## src/dvrt_pkg.sv

```systemverilog
// ----------------------------------------------------------------------------
// dvrt_pkg
// Shared types and constants for the distance-vector route table.
// ----------------------------------------------------------------------------
package dvrt_pkg;

    localparam int NODES_DEF = 256;
    localparam int PORTS_DEF = 16;

    localparam int ID_W       = 8;
    localparam int GATE_W     = 4;
    localparam int COST_W     = 16;
    localparam int SEQ_W      = 16;
    localparam int TIME_W     = 32;
    localparam int COUNT_W    = 9;
    localparam int FUNC_W     = 2;
    localparam int S_DATA_W   = 56;
    localparam int M_DATA_W   = 40;
    localparam int CFG_IDX_W  = 2;
    localparam int CFG_DATA_W = 16;

    localparam logic [COST_W-1:0] COST_INF      = 16'hFFFF;
    localparam logic [COST_W-1:0] LINK_COST_RST = 16'd256;
    localparam logic [15:0]       ROUTE_TO_RST  = 16'd30;
    localparam logic [15:0]       HOLD_TO_RST   = 16'd10;

    // result word layout
    localparam int OUT_CHANGED_BIT = 0;
    localparam int OUT_FRESH_BIT   = 1;
    localparam int OUT_REMOVED_LSB = 18;
    localparam int OUT_PENDING_BIT = 36;

    typedef enum logic [1:0] {
        FUNC_HELLO  = 2'd0,
        FUNC_ROUTE  = 2'd1,
        FUNC_TICK   = 2'd2,
        FUNC_UNUSED = 2'd3
    } func_t;

    typedef enum logic [1:0] {
        CFG_ROUTER_ID     = 2'd0,
        CFG_LINK_COST     = 2'd1,
        CFG_ROUTE_TIMEOUT = 2'd2,
        CFG_HOLD_TIMEOUT  = 2'd3
    } cfg_idx_t;

    typedef enum logic [3:0] {
        OP_NONE,
        OP_LOAD,
        OP_HELLO,
        OP_RT_READ,
        OP_RT_WRITE,
        OP_TICK,
        OP_NB_READ,
        OP_NB_EVAL,
        OP_RS_READ,
        OP_RS_EVAL,
        OP_RESULT
    } dp_op_t;

    typedef struct packed {
        dp_op_t op;
    } dp_cmd_t;

    typedef struct packed {
        func_t func;
        logic  args_ok;
        logic  last_idx;
    } dp_status_t;

endpackage

```

## src/dvrt_ctrl.sv

```systemverilog
// ----------------------------------------------------------------------------
// dvrt_ctrl
// Sequencer: decodes the item kind, walks the tables on a tick, and owns
// the stream handshakes.
// ----------------------------------------------------------------------------
module dvrt_ctrl (
    input  logic                 aclk,
    input  logic                 aresetn,
    input  logic                 s_tvalid,
    output logic                 s_tready,
    output logic                 m_tvalid,
    input  logic                 m_tready,
    input  dvrt_pkg::dp_status_t status,
    output dvrt_pkg::dp_cmd_t    cmd
);

    typedef enum logic [3:0] {
        ST_IDLE,
        ST_DISPATCH,
        ST_HELLO,
        ST_RT_RD,
        ST_RT_WR,
        ST_TICK,
        ST_NB_RD,
        ST_NB_EV,
        ST_RS_RD,
        ST_RS_EV,
        ST_FIN
    } state_t;

    state_t state_reg;
    logic   m_tvalid_reg;
    logic   out_free;

    assign s_tready = (state_reg == ST_IDLE);
    assign m_tvalid = m_tvalid_reg;
    assign out_free = !m_tvalid_reg || m_tready;

    always_comb begin
        cmd.op = dvrt_pkg::OP_NONE;
        unique case (state_reg)
            ST_IDLE:     cmd.op = s_tvalid ? dvrt_pkg::OP_LOAD : dvrt_pkg::OP_NONE;
            ST_DISPATCH: cmd.op = dvrt_pkg::OP_NONE;
            ST_HELLO:    cmd.op = dvrt_pkg::OP_HELLO;
            ST_RT_RD:    cmd.op = dvrt_pkg::OP_RT_READ;
            ST_RT_WR:    cmd.op = dvrt_pkg::OP_RT_WRITE;
            ST_TICK:     cmd.op = dvrt_pkg::OP_TICK;
            ST_NB_RD:    cmd.op = dvrt_pkg::OP_NB_READ;
            ST_NB_EV:    cmd.op = dvrt_pkg::OP_NB_EVAL;
            ST_RS_RD:    cmd.op = dvrt_pkg::OP_RS_READ;
            ST_RS_EV:    cmd.op = dvrt_pkg::OP_RS_EVAL;
            ST_FIN:      cmd.op = out_free ? dvrt_pkg::OP_RESULT : dvrt_pkg::OP_NONE;
            default:     cmd.op = dvrt_pkg::OP_NONE;
        endcase
    end

    always_ff @(posedge aclk) begin
        if (!aresetn) begin
            state_reg    <= ST_IDLE;
            m_tvalid_reg <= 1'b0;
        end else begin
            if (state_reg == ST_FIN && out_free) begin
                m_tvalid_reg <= 1'b1;
            end else if (m_tready) begin
                m_tvalid_reg <= 1'b0;
            end
            unique case (state_reg)
                ST_IDLE: begin
                    if (s_tvalid) begin
                        state_reg <= ST_DISPATCH;
                    end
                end
                ST_DISPATCH: begin
                    unique case (status.func)
                        dvrt_pkg::FUNC_HELLO: state_reg <= status.args_ok ? ST_HELLO : ST_FIN;
                        dvrt_pkg::FUNC_ROUTE: state_reg <= status.args_ok ? ST_RT_RD : ST_FIN;
                        dvrt_pkg::FUNC_TICK:  state_reg <= ST_TICK;
                        default:              state_reg <= ST_FIN;
                    endcase
                end
                ST_HELLO: state_reg <= ST_FIN;
                ST_RT_RD: state_reg <= ST_RT_WR;
                ST_RT_WR: state_reg <= ST_FIN;
                ST_TICK:  state_reg <= ST_NB_RD;
                ST_NB_RD: state_reg <= ST_NB_EV;
                ST_NB_EV: state_reg <= status.last_idx ? ST_RS_RD : ST_NB_RD;
                ST_RS_RD: state_reg <= ST_RS_EV;
                ST_RS_EV: state_reg <= status.last_idx ? ST_FIN : ST_RS_RD;
                ST_FIN: begin
                    if (out_free) begin
                        state_reg <= ST_IDLE;
                    end
                end
                default: state_reg <= ST_IDLE;
            endcase
        end
    end

endmodule

```

## config.mk

```make
export PLATFORM = sky130hd
export DESIGN_NAME = dvrt_ctrl
export DESIGN_NICKNAME = d
export VERILOG_FILES = /design/src/dvrt_pkg.sv /design/src/dvrt_ctrl.sv
export SDC_FILE = /design/constraint.sdc
export NUM_CORES = 1
export LEC_CHECK = 0
export BUFFER_PORTS_ARGS = -buffer_cell sky130_fd_sc_hd__clkbuf_2
export CAP_MARGIN = 40
export CORE_AREA = 10 10 47 49
export CTS_BUF_LIST = sky130_fd_sc_hd__clkbuf_16
export CTS_CLUSTER_DIAMETER = 200
export DETAILED_ROUTE_END_ITERATION = 8
export DIE_AREA = 0 0 57 59
export GPL_ROUTABILITY_DRIVEN = 0
export PLACE_DENSITY = 0.58
export SYNTH_ARGS = -nofsm -noshare
export SYNTH_HDL_FRONTEND = slang
export SYNTH_SLANG_ARGS = --single-unit
```

## constraint.sdc

```tcl
create_clock -name aclk -period 1.2 [get_ports aclk]
set_input_delay 0.18 -clock aclk [delete_from_list [all_inputs] [get_ports aclk]]
set_output_delay 0.18 -clock aclk [all_outputs]
set_load 0.02 [all_outputs]
```

==> summary.txt, run 1 <==
Setup path
  • Crit-path slowest cell: dfxtp_2
  • Top cell family by delay on the critical path: buffers and inverters
  • Slowest stage delay, CP: about 0.31 ns
  • Crit. End Element: output port
  • Worst EP arrival: about 1.2 ns
  • Crit Path Category: reg -> out
  • Reg2reg setup slack: ~0.010 ns
  • CP required: slightly above 1 ns
  • Crit path max fanout: 6
  • Worst setup SP type: flop
  • Crit-path cells: buf_6, buf_4, buf_6, nor3_2, buf_4
  • WP buf/inv: 4

Synth
  • Area contributors post-synth: dfxtp_1 22%, nand2b_1 12%, a21oi_1 6.6%
  • Leading area contributor after synthesis: dfxtp_1
  • Most frequent cell after synthesis: nand2b_1
  • Synth Instances: 61
  • Synth Register Bits: 5
  • Area share of the largest cell type after synthesis: approximately 22%
  • Register area share after synthesis: between 20% and 30%
  • Yosys warns: 0
  • Ys flop type: dfxtp_1
  • Number of flops mapped to enable cells by yosys: 0
  • Yosys cell types: 29
  • Post-Syn Area per Cell: around 7.4 sq um
  • Syn_nets: just under 70
  • Share of flip-flops with an asynchronous set or reset: 0%
  • Commonest cells post-synth: 9 x nand2b_1, 8 x nor2_1, 6 x a21oi_1, 5 x dfxtp_1
  • Mapped Area: approximately 450 sq um

Flow run
  • Max-cap check violation count: 0

STA
  • Pins Over Slew Limit: 0
  • Unrepaired setup endpoints after global routing: true
  • Clock Skews: between 0.002 and 0.0025 ns
  • Crit path time final: around 1.4 ns
  • Count of final hold-check violations: 0
  • Actual slew at the worst max-slew pin: 0.2837 ns
  • Finish-stage setup viols: 5
  • Tcrit/Tclk final: 115.2%
  • Max_slew headroom: between 80% and 90%
  • Final worst setup slack: -0.1827 ns
  • Fmax: 723.2 MHz

Drt
  • Initial drt markers: 10
  • Drt pass-1 iters: 4
  • WL final: about 1700 um
  • Drt wl/cell: between 15 and 20 um
  • Vias post-DR: a little under 600
  • Vias per cell: 5.304
  • Post-route ant nets: 0
  • DR DRC count: 0

Final layout
  • Max reg flops: 4
  • Post-layout nets: roughly 110
  • Area grow syn2layout: 93.63%
  • Layout cell share with drive strength beyond 1: 64.58%
  • Diode count: 0

Die
  • Die width: around 57 um
  • Std cell rows: 14
  • Starting density of the core: 32.23%
  • Die Span Y: between 50 and 60 um
  • Die area: 3363 sq um
  • Core area: 1401 sq um
  • Top-Level Pins: 14

Power
  • Sw Share: between 30% and 40%
  • Tot Pwr: 2.426 mW
  • Pint: 1.489 mW
  • Worst VDD drop: ~1.2 mV
  • PwrDens: about 2800 nW/um^2
  • Switching power: ~0.94 mW
  • Clock power share: 22.2%
  • Reg power frac: 12.3%
  • Lkg Pwr: slightly below 0.4 nW
  • Gate power share: 65.5%

Global route
  • Overall routing resource usage: 10.04%
  • Vias in the first global route: a little over 600
  • Initial antenna violation count: 0
  • GR Overflow Total: 0
  • First-pass GRT wire length: about 2800 um
  • Pin count of the biggest net entering global routing: 13

Clock tree
  • Clock-pin slew on the worst setup and hold paths: around 0.030 ns
  • Post-CTS Hold Fix Bufs: 0
  • Inserted Clock Buffers: 3
  • Clock sink count: 5
  • Root buffer cell: clkbuf_16
  • TritonCTS clock tree: yes
  • Worst skew pair latency: between 0.2 and 0.25 ns
  • Htree depth: 1
  • Longest Clk Path Bufs: 2

Hold path
  • Hold Crit Class: in -> reg

Placement
  • Final HPWL DP: 1003 um
  • Port Buffers: 13
  • Setup WS pre-CTS: -0.08909 ns

Outcome
  • Run status: complete, but fails checks
  • Failing checks: negative setup slack
[worst reg2reg max path, cell delays in order, from the launching register on]
cell and delay (ns):
dfxtp_2 0.31, or2_4 0.27, buf_6 0.14, nor2_8 0.09, a221oi_2 0.07, a2111oi_2 0.20
[area by class of cell]
class	instances	area, sq um
fillers	126	526.8
repair buffers	36	285.3
flip-flops and latches	5	108.9
multi-input cells	49	374.1
clock inverters	1	3.754
well taps	16	20.02
clock buffers	3	75.07
inverters	2	7.507
[logic make-up (layout without fill, tap and decap cells)]
logic type	count (synthesis)	count (layout)	synth area share, %
AO/OA/AOI/OAI	19	19	29.36
flip-flops	5	5	22.16
buffers and inverters	7	42	8.865
AND/OR/NAND/NOR	30	30	39.61
[worst paths after layout]
| path | startpoint | endpoint | cells past startpoint |
|---|---|---|---|
| max | state_reg[3] | s_tready | 5 |
| min | aresetn | state_reg[0] | 3 |
| max reg2reg | state_reg[1] | state_reg[0] | 5 |
| min reg2reg | state_reg[3] | state_reg[0] | 3 |
[placed cells by master, fill, tap and decap left out, types with 3 or more instances in the layout]
cell type / netlist / routed
buf_4: 1 / 20
clkbuf_2: 0 / 8
nand2b_1: 9 / 6
buf_6: 1 / 6
a21oi_1: 6 / 5
nor2_2: 0 / 4
nor2_1: 8 / 4
dfxtp_2: 0 / 4
nand2b_4: 0 / 3
nand2_1: 3 / 3
a31oi_1: 3 / 3
clkbuf_16: 0 / 3
[power by group through the flow]
stage                     Sequential, mW  Clock (mW)  Combinational, mW
after floorplan                    0.276           0              0.775
after global placement             0.283           0               1.07
after detailed placement           0.287           0               1.07
after CTS                          0.284       0.545               1.49
after global routing               0.306       0.554               1.70
final                              0.297       0.539               1.59
[metrics by stage]
stage	TNS (ns)	util (%)	hold WS [ns]	std cells	instance area, sq um
after floorplan	-0.1923	-	0.3388	61	456.7
after global placement	-0.01510	41.16	0.4579	94	576.8
after detailed placement	-0.09148	41.16	0.4583	94	576.8
after CTS	-0.6088	58.84	0.2189	110	824.5
after global routing	-0.9316	62.41	0.2195	112	874.6
final	-0.5296	62.41	0.2009	112	874.6
[per-layer routing]
metal | wire length [um] | track usage [%] | up-vias
met2 | 901 | 17.98 | 14
met4 | 9 | 3.691 | 0
met3 | 59 | 3.863 | 2
li1 | - | - | 287
met1 | 724 | 10.38 | 291
met5 | 0 | 0 | -
[timing repair]
| action | 4_1_cts | 5_1_grt |
|---|---|---|
| resized for setup | 23 | 13 |
| setup endpoints to repair | 6 | 9 |
| buffers inserted | 12 | 2 |
| endpoints found under the hold margin | 0 | 0 |
| gates cloned | 0 | 0 |
| pin swaps | 5 | 4 |
Power figures use the tool's default switching activity.
==> run 2: changes to the inputs <==
CORE_AREA = 2 2 39 41   (was 10 10 47 49)
DIE_AREA = 0 0 41 43   (was 0 0 57 59)
PLACE_DENSITY = 0.56   (was 0.58)
SLEW_MARGIN = 20   (was not set)
clock period = 1.6 ns   (was 1.2 ns; I/O delays follow)
==> summary.txt, run 2 (same netlist as run 1, synthesis figures left out) <==
Setup path
  • Crit. End Element: output port
  • Worst setup SP type: flop
  • Worst EP arrival: 1.29 ns
  • Crit path max fanout: 8
  • Crit Path Category: reg -> out
  • CP required: about 1.4 ns

Global route
  • Vias in the first global route: about 470
  • Overall routing resource usage: between 10% and 20%
  • First-pass GRT wire length: roughly 1900 um
  • Initial antenna violation count: 0
  • Pin count of the biggest net entering global routing: 19
  • GR Overflow Total: 0

STA
  • Count of final hold-check violations: 0
  • Pins Over Slew Limit: 0
  • Tcrit/Tclk final: a little over nine tenths
  • Clock Skews: approximately 0.00033 ns
  • Actual slew at the worst max-slew pin: approximately 0.36 ns
  • Hold WS: ~0.27 ns
  • Crit path time final: between 1.5 and 2 ns
  • Finish-stage setup viols: 0
  • Setup Total Neg Slack: 0 ns
  • Fmax: 651.9 MHz
  • Unrepaired setup endpoints after global routing: false
  • Max_slew headroom: approximately three quarters

Drt
  • DR DRC count: 0
  • Vias per cell: between 5 and 6
  • WL final: between 1000 and 1500 um
  • Drt wl/cell: ~12 um
  • Post-route ant nets: 0
  • Drt pass-1 iters: 4
  • Initial drt markers: 8
  • Vias post-DR: around 480

Clock tree
  • Worst skew pair latency: 0.23 ns
  • Longest Clk Path Bufs: 2
  • Clock-pin slew on the worst setup and hold paths: roughly 0.030 ns
  • TritonCTS clock tree: yes
  • Root buffer cell: clkbuf_16
  • Inserted Clock Buffers: 3
  • Post-CTS Hold Fix Bufs: 0
  • Number of setup buffers added after CTS: 0
  • Clock sink count: 5
  • Htree depth: 1

Final layout
  • Post-layout nets: 86
  • Multi-input combinational cell area: approximately 320 sq um
  • Commonest non-fill, non-tap cell in the layout: clkbuf_2
  • Max reg flops: 4
  • Area grow syn2layout: 37.95%
  • Diode count: 0
  • Seq. cell area: around 100 sq um
  • Layout cell share with drive strength beyond 1: between 30% and 40%
  • Most frequent cells in the layout: 12 x clkbuf_2, 9 x nand2b_1, 8 x nor2_1
  • Fill cell count: ~150

Power
  • PwrDens: 2156 nW/um^2
  • Lkg Pwr: roughly 0.27 nW
  • Worst VDD drop: roughly 0.71 mV

Outcome
  • Run status: completed

Die
  • Core area: ~1400 sq um
  • Std cell rows: 14
  • Die Span Y: between 40 and 50 um
  • Starting density of the core: between 30% and 40%
  • Top-Level Pins: 14
  • Die width: between 40 and 50 um
  • Die area: ~1800 sq um

Hold path
  • Hold Crit Class: in -> reg

Flow run
  • Max-cap check violation count: 0

Placement
  • Port Buffers: 13
  • Final HPWL DP: 804.8 um
==> run 2: changes by cell type in the layout (fill, tap and decap cells not counted), moves of 2 or more <==
cell and delta:
buf_4 -15, nand2b_1 +3, nor2_1 +4, nand2b_4 -3
clkbuf_8 -2, clkbuf_2 +4, dfxtp_2 -2, nor2_2 -4
dfxtp_1 +3, buf_6 -6
==> run 2: worst paths after layout <==
check                 endpoint          from  slack (ns)  cells after the start
setup / recovery        cmd[0]  state_reg[3]        0.07                      5
hold / removal    state_reg[0]       aresetn        0.27                      3
hold reg to reg   state_reg[3]  state_reg[3]        0.61                      2
setup reg to reg  state_reg[0]  state_reg[3]        0.39                      5
==> run 2: timing repair <==
action	in CTS	in global routing
gates resized for setup	5	1
pin swaps	1	0
endpoints found under the setup margin	1	1
cloned	0	0
==> run 2: layer usage <==
| metal | vias up | global-route usage (%) | share of wire, % |
|---|---|---|---|
| met5 | - | 0 | 0 |
| li1 | 250 | - | - |
| met2 | 8 | 22.19 | 50 |
| met1 | 220 | 19.94 | 43 |
| met4 | 0 | 8.000 | 2.2 |
| met3 | 4 | 8.377 | 4.4 |
==> run 2: critical path, stage by stage (launching register included) <==
cell and delay, ns:
dfxtp_2 0.34, buf_4 0.17, nor3b_2 0.17, a21oi_1 0.06, o21ai_1 0.16, buf_4 0.16
==> run 2: layout make-up <==
cell class	instances	area share (%)
flip-flops and latches	5	16.47
well taps	16	3.213
clock inverters	1	0.6024
inverters	2	1.205
multi-input cells	49	50.80
repair buffers	17	15.66
clock buffers	3	12.05
==> run 2: power breakdown <==
group          leakage (nW)  internal [mW]  switching, mW  total [mW]
Clock                0.0423          0.324         0.0840       0.408
Combinational         0.187          0.293          0.390       0.683
Sequential           0.0416          0.171         0.0815       0.253
Total                 0.271          0.788          0.555        1.34
==> run 2: through the flow <==
step / instance area (sq um) / power (mW) / utilization, % / setup WS [ns] / instances
final: 623.1 / 1.343 / 45.03 / 0.06596 / 93
after global routing: 623.1 / 1.431 / 45.03 / 0.01663 / 93
after CTS: 623.1 / 1.351 / 45.03 / 0.02966 / 93
after detailed placement: 534.3 / 0.9069 / 38.61 / 0.1496 / 89
after global placement: 534.3 / 0.9022 / 38.61 / 0.2544 / 89
after floorplan: 451.7 / 0.7702 / - / 0.08811 / 61
